--- src/design/bsf_pkg.sv ---
// ----------------------------------------------------------------------------
// bsf_pkg
// Shared types and command codes for the bounded stack with filter.
// ----------------------------------------------------------------------------
package bsf_pkg;

   localparam logic [1:0] CMD_PUSH   = 2'd0;
   localparam logic [1:0] CMD_POP    = 2'd1;
   localparam logic [1:0] CMD_FILTER = 2'd2;

   localparam int FILL_W = 5;

   typedef struct packed {
      logic [1:0]         cmd;
      logic signed [31:0] value;
   } req_type;

   typedef struct packed {
      logic signed [31:0] popped_value;
      logic               ok;
      logic               is_empty;
      logic [FILL_W-1:0]  fill_count;
   } rsp_type;

   typedef enum logic [1:0] {
      ST_IDLE,
      ST_POP,
      ST_FILT
   } state_type;

endpackage

--- src/design/bsf_ram.sv ---
// ----------------------------------------------------------------------------
// bsf_ram
// Generic single-write, single-read synchronous RAM with registered read.
// ----------------------------------------------------------------------------
module bsf_ram #(
   parameter int WIDTH = 32,
   parameter int DEPTH = 16,
   localparam int AW = (DEPTH > 1) ? $clog2(DEPTH) : 1
) (
   input  logic             clock,
   input  logic             wr_en,
   input  logic [AW-1:0]    wr_addr,
   input  logic [WIDTH-1:0] wr_data,
   input  logic [AW-1:0]    rd_addr,
   output logic [WIDTH-1:0] rd_data
);

   logic [WIDTH-1:0] mem_ff [DEPTH];
   logic [WIDTH-1:0] rd_data_ff;

   always_ff @(posedge clock) begin
      if (wr_en) begin
         mem_ff[wr_addr] <= wr_data;
      end
      rd_data_ff <= mem_ff[rd_addr];
   end

   assign rd_data = rd_data_ff;

endmodule

--- src/design/bsf_ctrl.sv ---
// ----------------------------------------------------------------------------
// bsf_ctrl
// Command sequencer: fill count, push/pop access and the compaction walk
// that drops matching entries.
// ----------------------------------------------------------------------------
module bsf_ctrl #(
   parameter int CAPACITY = 16,
   localparam int AW = (CAPACITY > 1) ? $clog2(CAPACITY) : 1
) (
   input  logic              clock,
   input  logic              reset,
   input  logic              req_valid,
   input  bsf_pkg::req_type  req_data,
   output logic              req_stall,
   input  logic              out_free,
   output logic              rsp_load,
   output bsf_pkg::rsp_type  rsp_next,
   output logic              mem_we,
   output logic [AW-1:0]     mem_waddr,
   output logic [31:0]       mem_wdata,
   output logic [AW-1:0]     mem_raddr,
   input  logic [31:0]       mem_rdata
);
   import bsf_pkg::*;

   localparam int CW = $clog2(CAPACITY + 1);

   state_type          state_ff, state_in;
   logic [CW-1:0]      count_ff, count_in;
   logic [CW-1:0]      rd_ff, rd_in;
   logic [CW-1:0]      wr_ff, wr_in;
   logic               chk_ff, chk_in;
   logic [31:0]        value_ff, value_in;
   logic               accept;
   logic               ok;
   logic [31:0]        popped;
   logic [CW+FILL_W-1:0] count_ext;

   assign req_stall = !((state_ff == ST_IDLE) && out_free);
   assign accept    = req_valid && !req_stall;

   always_ff @(posedge clock) begin
      if (reset) begin
         state_ff <= ST_IDLE;
         count_ff <= '0;
         chk_ff   <= 1'b0;
      end else begin
         state_ff <= state_in;
         count_ff <= count_in;
         chk_ff   <= chk_in;
      end
      rd_ff    <= rd_in;
      wr_ff    <= wr_in;
      value_ff <= value_in;
   end

   always_comb begin
      state_in  = state_ff;
      count_in  = count_ff;
      rd_in     = rd_ff;
      wr_in     = wr_ff;
      chk_in    = 1'b0;
      value_in  = value_ff;
      rsp_load  = 1'b0;
      ok        = 1'b0;
      popped    = '0;
      mem_we    = 1'b0;
      mem_waddr = wr_ff[AW-1:0];
      mem_wdata = req_data.value;
      mem_raddr = rd_ff[AW-1:0];
      unique case (state_ff)
         ST_IDLE: begin
            if (accept) begin
               case (req_data.cmd)
                  CMD_PUSH: begin
                     rsp_load = 1'b1;
                     if (count_ff < CW'(CAPACITY)) begin
                        mem_we    = 1'b1;
                        mem_waddr = count_ff[AW-1:0];
                        count_in  = count_ff + 1'b1;
                        ok        = 1'b1;
                     end
                  end
                  CMD_POP: begin
                     if (count_ff != '0) begin
                        count_in  = count_ff - 1'b1;
                        mem_raddr = count_in[AW-1:0];
                        state_in  = ST_POP;
                     end else begin
                        rsp_load = 1'b1;
                     end
                  end
                  CMD_FILTER: begin
                     value_in = req_data.value;
                     rd_in    = '0;
                     wr_in    = '0;
                     state_in = ST_FILT;
                  end
                  default: begin
                     rsp_load = 1'b1;
                  end
               endcase
            end
         end
         ST_POP: begin
            rsp_load = 1'b1;
            ok       = 1'b1;
            popped   = mem_rdata;
            state_in = ST_IDLE;
         end
         ST_FILT: begin
            if (rd_ff != count_ff) begin
               mem_raddr = rd_ff[AW-1:0];
               rd_in     = rd_ff + 1'b1;
               chk_in    = 1'b1;
            end
            // keep survivors, packed down toward the bottom
            if (chk_ff && (mem_rdata != value_ff)) begin
               mem_we    = 1'b1;
               mem_waddr = wr_ff[AW-1:0];
               mem_wdata = mem_rdata;
               wr_in     = wr_ff + 1'b1;
            end
            if ((rd_ff == count_ff) && !chk_ff) begin
               count_in = wr_ff;
               rsp_load = 1'b1;
               ok       = 1'b1;
               state_in = ST_IDLE;
            end
         end
         default: begin
            state_in = ST_IDLE;
         end
      endcase
   end

   assign count_ext = {{FILL_W{1'b0}}, count_in};

   always_comb begin
      rsp_next.popped_value = popped;
      rsp_next.ok           = ok;
      rsp_next.is_empty     = (count_in == '0);
      rsp_next.fill_count   = count_ext[FILL_W-1:0];
   end

endmodule

--- src/design/bounded_stack_with_filter.sv ---
// ----------------------------------------------------------------------------
// bounded_stack_with_filter
// Bounded LIFO of signed 32-bit words with push, pop and filter commands.
// ----------------------------------------------------------------------------
// Push: the result register loads when the request is taken. Pop: the RAM
// read is registered, then the word goes to the result register. Filter: one
// RAM read per entry walked and one write per kept entry.
// One command in flight; the input stalls until its result is registered
// and the result register is free. Synchronous reset empties the stack;
// RAM contents are not cleared.
module bounded_stack_with_filter #(
   parameter int CAPACITY = 16
) (
   input  logic             clock,
   input  logic             reset,
   input  logic             req_valid,
   input  bsf_pkg::req_type req_data,
   output logic             req_stall,
   output logic             rsp_valid,
   output bsf_pkg::rsp_type rsp_data,
   input  logic             rsp_stall
);
   import bsf_pkg::*;

   localparam int AW = (CAPACITY > 1) ? $clog2(CAPACITY) : 1;

   logic          rsp_valid_ff;
   rsp_type       rsp_data_ff;
   logic          out_free;
   logic          rsp_load;
   rsp_type       rsp_next;
   logic          mem_we;
   logic [AW-1:0] mem_waddr;
   logic [31:0]   mem_wdata;
   logic [AW-1:0] mem_raddr;
   logic [31:0]   mem_rdata;

   assign out_free = !rsp_valid_ff || !rsp_stall;

   bsf_ctrl #(.CAPACITY(CAPACITY)) u_ctrl (
      .clock     (clock),
      .reset     (reset),
      .req_valid (req_valid),
      .req_data  (req_data),
      .req_stall (req_stall),
      .out_free  (out_free),
      .rsp_load  (rsp_load),
      .rsp_next  (rsp_next),
      .mem_we    (mem_we),
      .mem_waddr (mem_waddr),
      .mem_wdata (mem_wdata),
      .mem_raddr (mem_raddr),
      .mem_rdata (mem_rdata)
   );

   bsf_ram #(.WIDTH(32), .DEPTH(CAPACITY)) u_ram (
      .clock   (clock),
      .wr_en   (mem_we),
      .wr_addr (mem_waddr),
      .wr_data (mem_wdata),
      .rd_addr (mem_raddr),
      .rd_data (mem_rdata)
   );

   always_ff @(posedge clock) begin
      if (reset) begin
         rsp_valid_ff <= 1'b0;
      end else if (rsp_load) begin
         rsp_valid_ff <= 1'b1;
      end else if (!rsp_stall) begin
         rsp_valid_ff <= 1'b0;
      end
      if (rsp_load) begin
         rsp_data_ff <= rsp_next;
      end
   end

   assign rsp_valid = rsp_valid_ff;
   assign rsp_data  = rsp_data_ff;

   a_pop_zero_on_fail: assert property (@(posedge clock) disable iff (reset)
      (rsp_valid && !rsp_data.ok) |-> (rsp_data.popped_value == '0))
      else $error("failed command returned nonzero word");

   a_filter_busy: assert property (@(posedge clock) disable iff (reset)
      (req_valid && !req_stall && req_data.cmd == CMD_FILTER) |=> req_stall)
      else $error("input taken during filter walk");

   a_empty_flag: assert property (@(posedge clock) disable iff (reset)
      (rsp_valid && (CAPACITY < 32)) |-> (rsp_data.is_empty == (rsp_data.fill_count == '0)))
      else $error("empty flag disagrees with fill count");

   a_load_when_free: assert property (@(posedge clock) disable iff (reset)
      rsp_load |-> out_free)
      else $error("result overwrote an undelivered beat");

endmodule
--- config.mk ---
export PLATFORM = sky130hd
export DESIGN_NAME = bounded_stack_with_filter
export DESIGN_NICKNAME = d
export VERILOG_FILES = /design/src/design/bsf_pkg.sv /design/src/design/bsf_ram.sv /design/src/design/bsf_ctrl.sv /design/src/design/bounded_stack_with_filter.sv
export SDC_FILE = /design/constraint.sdc
export NUM_CORES = 1
export LEC_CHECK = 0
export ABC_AREA = 1
export BUFFER_PORTS_ARGS = -buffer_cell sky130_fd_sc_hd__buf_4
export CAP_MARGIN = 25
export CELL_PAD_IN_SITES_DETAIL_PLACEMENT = 1
export CELL_PAD_IN_SITES_GLOBAL_PLACEMENT = 1
export CORE_ASPECT_RATIO = 0.75
export CORE_MARGIN = 1
export CORE_UTILIZATION = 45
export CTS_CLUSTER_DIAMETER = 200
export DETAILED_ROUTE_END_ITERATION = 7
export HOLD_SLACK_MARGIN = 0.02
export PLACE_DENSITY = 0.86
export SYNTH_ARGS = -nofsm -noshare
export SYNTH_HDL_FRONTEND = slang
export SYNTH_SLANG_ARGS = --single-unit
--- constraint.sdc ---
create_clock -name clock -period 3.7 [get_ports clock]
set_input_delay 0.74 -clock clock [delete_from_list [all_inputs] [get_ports clock]]
set_output_delay 0.74 -clock clock [all_outputs]
set_load 0.05 [all_outputs]
## After elaboration in Yosys (flattened, before gate mapping)

Memory sizes are Yosys's and may differ from the RTL's. A register that Yosys moved wholly into a read port is not among the register bits.
Index checks and enable logic that the tools add are counted.

- Add/subtract/negate cells: 4
- $lt $le $gt $ge: 1
- Eq/ne operators: 15
- Mux-type cells: 43
- Bitwise gates (word level): 1
- Reductions and logical operators: 19

Operators with widths:

| operator | count |
|---|---|
| $mux W32 | 2 |
| $mux W5 | 8 |
| $pmux W5 S2 | 4 |
| $mux W4 | 8 |
| $ne A32 B32 Y1 | 1 |
| $add A5 B1 Y5 const B | 3 |
| $mux W1 | 12 |
| $reduce_and A4 Y1 | 3 |
| $ne A2 B1 Y1 const B | 5 |
| $pmux W2 S2 | 2 |
| $mux W2 | 3 |
| $ne A3 B3 Y1 const B | 2 |
| $pmux W1 S3 | 2 |
| $eq A5 B5 Y1 | 1 |
| $logic_not A5 Y1 | 1 |
| $lt A5 B5 Y1 const B | 1 |
| $ne A5 B5 Y1 | 1 |
| $reduce_bool A5 Y1 | 1 |
| $sub A5 B1 Y5 const B | 1 |
| $eq A2 B1 Y1 const B | 2 |
| $eq A2 B2 Y1 const B | 2 |
| $logic_and A1 B1 Y1 | 4 |
| $logic_not A1 Y1 | 4 |
| $logic_not A2 Y1 | 2 |
| other kinds (7) | 8 |

- Register bits after elaboration: 90
- Bits in writable memories: 512
- Output and inout port bits: 41
- Word-level logic and storage cells: 95
- Memories kept: 1

Memory list:

| memory | words | width | read ports | clocked after Yosys merged registers in | write ports | RTL line | RTL |
|---|---|---|---|---|---|---|---|
| u_ram.mem_ff | 16 | 32 | 1 | 1 | 1 | bsf_ram.sv:18 | `logic [WIDTH-1:0] mem_ff [DEPTH];` |

## Longest topological paths before layout

Gate-level depths: netlist of the first run.

- Depth after elaboration: 8
- Gate-level depth with buffers: 15
- Depth with buffers taken out: 13

## Modules after synthesis

A second synthesis of the first run with hierarchy kept.

- Cell total of the unflattened synthesis: 2657
- Area, all modules: 27525.1 µm²

Modules (own cells, without submodules):

| module | instances | cells each | area each (µm²) |
|---|---|---|---|
| bsf_ram | 1 | 2120 | 22730.6 |
| bsf_ctrl | 1 | 494 | 3584.7 |
| bounded_stack_with_filter | 1 | 43 | 1209.9 |

## Least setup slack after synthesis of the first run

No wires, ideal clock.

- Kind: input port to flip-flop
- Start point: in rsp_stall
- End point: mem u_ram.mem_ff[7][0], enable pin
- Setup time: 0.421 ns
- Arrival: 3.383 ns
- Setup slack: -0.104 ns
- Stages: 9
- Cells stage by stage: nand2_1 nand2_2 nor2_2 nand2_1 o21ai_0 nand2_1 inv_1 nand2_1 nor2_1

- Cells in the longest elaborated chain, start to end: 8
- Elaborated cells on any way between the ends: 10
- Those cells by class: 6 x mux; 4 x reduce/logical

RTL lines:

| item | RTL line | RTL |
|---|---|---|
| start: declaration | bounded_stack_with_filter.sv:21 | `input logic rsp_stall` |
| $logic_not A1 Y1 (*) | - |  |
| $logic_or A1 B1 Y1 (*) | bounded_stack_with_filter.sv:38 | `assign out_free = !rsp_valid_ff \|\| !rsp_stall;` |
| $logic_and A1 B1 Y1 (*) | bsf_ctrl.sv:39 | `assign req_stall = !((state_ff == ST_IDLE) && out_free);` |
| $logic_and A1 B1 Y1 (*) | bsf_ctrl.sv:40 | `assign accept = req_valid && !req_stall;` |
| $mux W1 | bsf_ctrl.sv:73 | `if (accept) begin` |
| $pmux W1 S2 | bsf_ctrl.sv:71 | `unique case (state_ff)` |
| $mux W1 | bsf_ram.sv:22 | `if (wr_en) begin` |
| $mux W1 (implied by the code) | bsf_ram.sv:23 | `mem_ff[wr_addr] <= wr_data;` |
| end: declaration | bsf_ram.sv:18 |  |

Every way passes the cells marked *; elsewhere a longest branch is shown, timed or not.

## Worst setup path after layout of the first run

- Start point: reg u_ctrl.count_ff[1]
- End point: reg u_ram.rd_data_ff[21], in the netlist u_ram.rd_data[21], read port of u_ram.mem_ff

- Cells in the longest elaborated chain, start to end: 5
- Elaborated cells on any way between the ends: 6
- Those cells by class: 1 x add/sub; 4 x mux; 1 x reduce/logical

RTL lines:

| item | RTL line | RTL |
|---|---|---|
| start: declaration | bsf_ctrl.sv:29 | `logic [CW-1:0] count_ff, count_in;` |
| start signal: assignment | bsf_ctrl.sv:49 | `count_ff <= count_in;` |
| $sub A5 B1 Y5 / $reduce_bool A5 Y1 (equally long branches) | bsf_ctrl.sv:86, bsf_ctrl.sv:85 |  |
| $mux W4 (*) | bsf_ctrl.sv:85 | `if (count_ff != '0) begin` |
| $mux W4 (*) | bsf_ctrl.sv:74 | `case (req_data.cmd)` |
| $mux W4 (*) | bsf_ctrl.sv:73 |  |
| $mux W4 (*) | - |  |
| end: declaration | bsf_ram.sv:19 | `logic [WIDTH-1:0] rd_data_ff;` |

Marks and branches as above.
A chain may end at the register's enable or synchronous reset.

==> out/qor.csv, run 1 <==
metric,value,unit
area_growth,14.6,%
period_minus_slack,3170,ps
crit_type,reg -> reg,
clockRootBuffer,clkbuf_16,
drtIter0Drc,1829,
fmax,0.316,GHz
crit_buf_inv,2,
final_cell_mix,"nand2_1 (641), inv_1 (596), edfxtp_1 (593)",
placementRows,78,
syn_inst,2721,
power.net_switching,4.56,mW
rr_worst_depth,13,
drv_slew,0,
reg2reg_slack,530,ps
clk_pin_slew,70,ps
syn_area,27700,um^2
finalSetupViolCount,0,
async_flop_share,0,
synth.avg_cell_area,10.2,um^2
insertedDiodeCount,0,
ys_seq_area_frac,0.672,
hold_path.class,in -> reg,
dieWidth,289,um
numCtsBuffers,58,
rsz0062_at_grt,false,
critPathTopFamily,simple AND/OR/NAND/NOR gates,
grt_pass1_vias,22100,
initial_utilization,0.457,
drt-pass1-iter-count,6,
path_depth,13,
hold_viol,0,
fp.dieArea,62600,um^2
grt_max_degree,88,
skew,36.8,ps
viasPerCell,5.43,
r2r_end,u_ram.rd_data[21],
outcome,"finished, final reports clean",
relSlewSlack,0.446,
synth-edff-count,593,
ant_nets,0,
reg2reg_from,u_ctrl.count_ff[1],
placedInstanceArea,29800,um^2
grt_first_pass_wirelength,126,mm
power.share.combinational,0.139,
crit_top_cell,nand3_1,
irDropWorstVdd,0.347,mV
layout_commonest_cell,nand2_1,
crit_arrival,3680,ps
synth_ff_type,edfxtp_1,
cts_sinks,634,
design.core.area,60700,um^2
path_cells,inv_1 -> ha_1 -> nand3_1 -> nand2_2 -> nor2_8 -> nand2_2 -> nand2_8 -> buf_12 -> nand2_1 -> nand3_1 -> nand3_1 -> nand3_1 -> nand2_1,
p_clk_frac,0.370,
yosysUniqueCellTypes,30,
crit_fanout,66,
dp.cells,3568,
startpoint,u_ctrl.count_ff[1],
clockBufferDepth,3,
stdcell_count,3676,
finalCoreUtilization,0.523,
p_leak,13.8,nW
ys_ff_latch,634,
yosysTopAreaCellShare,0.642,
synthTopCellsByArea,"edfxtp_1 (64%), nand3_1 (9.3%), nand2_1 (8.7%)",
internal_power,12.2,mW
hold_ws,269,ps
post-route-drc-count,0,
drive_above_1_share,0.105,
cts_tree,built,
ctsHoldBuffers,0,
end_kind,register,
worst_setup_path_start_kind,register,
sequentialPowerShare,0.491,
vias,19900,
cts-htree-levels,2,
die_h,217,um
hold_path.startpoint,req_data[3],
antenna_found_initial,4,
p_sw_frac,0.272,
grt-ovfl-total,0,
final_nets,2873,
worst_pin_slew,822,ps
design_area,31800,um^2
globalplace.congestion,0.859,
grt_util_all_layers,0.268,
routed_wl,83.3,mm
cts_resized,0,
wl_per_cell,22.7,um
slowest_delay,550,ps
endpoint,u_ram.rd_data[21],
clkLatencyLatePin,650,ps
cp_slowest_cell,dfxtp_1,
synth.net_count,2766,
drv_cap,0,
dp_hpwl,52.4,mm
io-pin-count,79,
yosys_warnings,0,
cp.required,4220,ps
synth_area_leader_cell,edfxtp_1,
min_period_over_period,0.856,
io_buffers,78,
postCtsSetupBuffers,0,
power_density,527,nW/um^2
==> power by group through the flow <==
stage          logic [mW]  clock network [mW]  registers [mW]
5_1_grt              2.49                6.46            8.25
4_1_cts              2.32                6.26            8.23
3_5_place_dp         2.29                   0            8.39
2_1_floorplan        1.19                   0            8.60
3_3_place_gp         2.14                   0            8.37
6_report             2.32                6.20            8.23
==> cell usage after synthesis, types with 4 or more instances <==
cell type  number
a21oi_1         5
buf_1           4
buf_2          53
buf_4          33
clkbuf_1       27
dfxtp_1        41
edfxtp_1      593
ha_1            7
inv_1         596
nand2_1       642
nand2_2         7
nand3_1       514
nand4_1         6
nor2_1         90
o21ai_0        44
or2_2           7
xnor2_1        27
xor2_1          4
==> worst reg2reg max path, cell delays in order, from the launching register on <==
cell and delay, ps:
dfxtp_1 550, inv_1 140, ha_1 280, nand3_1 220, nand2_2 150, nor2_8 260
nand2_2 160, nand2_8 290, buf_12 360, nand2_1 160, nand3_1 100, nand3_1 130
nand3_1 170, nand2_1 100
==> cell type report <==
type,instances,area (um^2)
Tap cell,800,1000
Multi-Input combinational cell,1368,6390
Sequential cell,634,18600
Fill cell,6616,28900
Clock buffer,72,1550
Clock inverter,36,380
Inverter,599,2250
Timing Repair Buffer,167,1570
==> metrics by stage <==
step	power, mW	setup slack [ps]	setup TNS, ps
finish	16.8	532	0
global route	17.2	415	0
CTS	16.8	612	0
detailed placement	10.7	148	0
global placement	10.5	383	0
floorplan	9.79	-74.1	-23660
==> sequential cells by signal, indices dropped and copies added, names as in the netlist <==
name,flops
u_ram.mem_ff,512
rsp_data,39
u_ctrl.value_ff,32
u_ram.rd_data,32
u_ctrl.count_ff,5
u_ctrl.rd_ff,5
u_ctrl.wr_ff,5
u_ctrl.state_ff,2
rsp_valid,1
u_ctrl.chk_ff,1
==> worst min-delay path by stage <==
stage | to | slack [ps] | depth (start not counted)
finish | u_ctrl.value_ff[3] | 270 | 1
floorplan | rsp_data[18] | 530 | 2
detailed placement | rsp_data[24] | 580 | 2
global placement | rsp_data[9] | 570 | 2
global route | u_ctrl.value_ff[3] | 260 | 1
CTS | u_ctrl.value_ff[3] | 250 | 1
==> layer usage <==
metal / routed length [um] / up-vias / GRT usage
met4: 3720 / 2 / 0.126
met2: 42400 / 766 / 0.477
met5: 12 / - / 0
met1: 32300 / 10000 / 0.320
li1: - / 8936 / -
met3: 4890 / 225 / 0.0360
==> kinds of logic (layout without fill, tap and decap cells) <==
| family | count (synthesis) | in the layout | share of synthesized area |
|---|---|---|---|
| adder cells (fa/ha/maj) | 7 | 7 | 0.00316 |
| AND/OR/NAND/NOR | 1273 | 1273 | 0.199 |
| XOR/XNOR | 31 | 31 | 0.00980 |
| buffers and inverters | 719 | 874 | 0.105 |
| AO/OA/AOI/OAI | 57 | 57 | 0.0107 |
| flip-flops | 634 | 634 | 0.672 |
No activity file was read; power rests on OpenSTA's default activity.
==> inputs of run 2 (changes only) <==
--- a/config.mk
+++ b/config.mk
@@ -5,18 +5,16 @@
 export SDC_FILE = /design/constraint.sdc
 export NUM_CORES = 1
 export LEC_CHECK = 0
-export ABC_AREA = 1
 export BUFFER_PORTS_ARGS = -buffer_cell sky130_fd_sc_hd__buf_4
 export CAP_MARGIN = 25
 export CELL_PAD_IN_SITES_DETAIL_PLACEMENT = 1
 export CELL_PAD_IN_SITES_GLOBAL_PLACEMENT = 1
-export CORE_ASPECT_RATIO = 0.75
 export CORE_MARGIN = 1
 export CORE_UTILIZATION = 45
 export CTS_CLUSTER_DIAMETER = 200
 export DETAILED_ROUTE_END_ITERATION = 7
 export HOLD_SLACK_MARGIN = 0.02
-export PLACE_DENSITY = 0.86
+export PLACE_DENSITY = 0.81
 export SYNTH_ARGS = -nofsm -noshare
 export SYNTH_HDL_FRONTEND = slang
 export SYNTH_SLANG_ARGS = --single-unit
==> out/qor.csv, run 2 <==
metric,value,unit,change
design_area,29100,um^2,-8.5%
dieWidth,236,um,-18%
ctsHoldBuffers,0,,unchanged
synth-edff-count,593,,unchanged
grt_pass1_vias,15000,,-32%
final_nets,1617,,-44%
rsz0062_at_grt,false,,
drv_slew,0,,unchanged
skew,42.6,ps,+5.80 ps
busiest_layer,met2,,
yosysTopAreaCellShare,0.720,,+0.0777
power_density,552,nW/um^2,+4.8%
p_leak,10.2,nW,-26%
yosys-top-cells-count,"edfxtp_1 (593), mux2i_1 (257), o22ai_1 (129)",,
grt_max_degree,37,,-58%
worst_pin_slew,1030,ps,+208 ps
crit_buf_inv,3,,+1
crit_top_cell,buf_12,,
min_period_over_period,0.937,,+0.0813
period_minus_slack,3470,ps,+301 ps
numCtsBuffers,66,,+14%
clockRootBuffer,clkbuf_16,,
globalplace.congestion,0.858,,-0.14%
drive_above_1_share,0.189,,+0.0838
wl_per_cell,29.8,um,+31%
tns,0,ps,unchanged
cts-htree-levels,3,,+1
final_cell_mix,"edfxtp_1 (593), mux2i_1 (256), o22ai_1 (129)",,
clockBufferDepth,3,,unchanged
crit_type,reg -> reg,,
routed_wl,69.0,mm,-17%
design.core.area,54000,um^2,-11%
synth.net_count,1481,,-46%
yosysUniqueCellTypes,48,,+60%
antenna_found_initial,2,,-2
largest_register_ffs,512,,unchanged
crit_fanout,25,,-62%
synth.most_common_cell,edfxtp_1,,
hold_path.startpoint,req_data[21],,
use_met1,0.315,,-0.00477
cts_tree,built,,
ys_ff_latch,634,,unchanged
drt-pass1-iter-count,5,,-1
layout_commonest_cell,edfxtp_1,,
stdcell_count,2317,,-37%
fmax,0.288,GHz,-8.7%
end_kind,register,,
ys_seq_area_frac,0.753,,+0.0813
yosys_warnings,0,,unchanged
io-pin-count,79,,unchanged
finalPower,16.1,mW,-4.1%
initial_utilization,0.458,,+0.00109
postCtsSetupBuffers,0,,unchanged
vias,14000,,-30%
slowest_delay,560,ps,about the same
relSlewSlack,0.310,,-0.136
gr-usage-met3,0.0427,,+0.00676
reg2reg_from,u_ctrl.count_ff[0],,
cp_slowest_cell,or4_1,,
dp.cells,2198,,-38%
cts_resized,0,,unchanged
placementRows,85,,+9.0%
critPathTopFamily,simple AND/OR/NAND/NOR gates,,
async_flop_share,0,,unchanged
insertedDiodeCount,0,,unchanged
grtUsageMet2,0.419,,-0.0585
irDropWorstVdd,0.324,mV,-6.6%
syn_inst,1436,,-47%
grt_first_pass_wirelength,100,mm,-21%
synth_area_leader_cell,edfxtp_1,,
finalSetupViolCount,0,,unchanged
hold_viol,0,,unchanged
cp.required,4160,ps,-60 ps
synth_ff_type,edfxtp_1,,
startpoint,u_ctrl.count_ff[0],,
area_growth,17.6,%,
synth.avg_cell_area,17.2,um^2,+69%
cts_sinks,634,,unchanged
hold_path.class,in -> reg,,
die_h,236,um,+9.0%
fp.dieArea,55900,um^2,-11%
io_buffers,78,,unchanged
path_cells,inv_1 -> ha_1 -> or4b_4 -> nand4_2 -> mux2i_4 -> buf_12 -> buf_12 -> mux2i_1 -> o22ai_1 -> or4_1,,
syn_area,24700,um^2,-11%
drtIter0Drc,1316,,-28%
viasPerCell,6.04,,+11%
crit_arrival,3930,ps,+250 ps
synthTopCellsByArea,"edfxtp_1 (72%), mux2i_1 (10%), dfxtp_1 (3.3%)",,
grt_util_all_layers,0.249,,-0.0185
drv_cap,0,,unchanged
worst_setup_path_start_kind,register,,
grt-ovfl-total,0,,unchanged
ant_nets,0,,unchanged
clk_pin_slew,60,ps,about the same
placedInstanceArea,26900,um^2,-9.7%
largest-register,u_ram.mem_ff,,
clkLatencyLatePin,620,ps,-30 ps
post-route-drc-count,0,,unchanged
dp_hpwl,38.6,mm,-26%
outcome,"finished, final reports clean",,
run 2: logic make-up (layout without fill, tap and decap cells):
logic type | after synthesis | after routing | share of synthesized area
AO/OA/AOI/OAI | 177 | 177 | 0.0465
XOR/XNOR | 45 | 45 | 0.0159
adder cells (fa/ha/maj) | 7 | 7 | 0.00354
flip-flops | 634 | 634 | 0.753
AND/OR/NAND/NOR | 194 | 194 | 0.0451
multiplexers | 290 | 290 | 0.119
buffers and inverters | 89 | 274 | 0.0164
run 2: cell type report:
class / count / area (um^2)
Timing Repair Buffer: 145 / 1490
Inverter: 12 / 45.0
Multi-Input combinational cell: 713 / 5920
Clock buffer: 87 / 1790
Clock inverter: 30 / 323
Sequential cell: 634 / 18600
Tap cell: 696 / 871
Fill cell: 4913 / 25000
run 2: routing by layer:
layer / vias to the layer above / share of wire
met5: - / 0
met4: 0 / 0.041
met3: 149 / 0.066
met2: 572 / 0.50
met1: 7311 / 0.40
li1: 5967 / -
run 2: power breakdown:
part | internal, mW | switching [mW] | total (mW) | leakage (nW)
Combinational | 0.471 | 0.876 | 1.35 | 3.46
Sequential | 8.01 | 0.117 | 8.13 | 5.72
Clock | 3.84 | 2.75 | 6.59 | 1.03
Total | 12.3 | 3.74 | 16.1 | 10.2
run 2: path summary, 6_finish.rpt:
| path | end | slack (ps) | depth (start not counted) |
|---|---|---|---|
| max | u_ram.rd_data[15] | 230 | 10 |
| min | u_ctrl.value_ff[21] | 310 | 1 |
| max reg2reg | u_ram.rd_data[15] | 230 | 10 |
| min reg2reg | rsp_valid | 550 | 2 |
run 2: per-stage QoR:
stage	hold slack (ps)	setup slack (ps)	util
2_1_floorplan	545	3.82	-
3_3_place_gp	531	318	0.499
3_5_place_dp	544	170	0.499
4_1_cts	290	230	0.538
5_1_grt	307	126	0.538
6_report	314	231	0.538
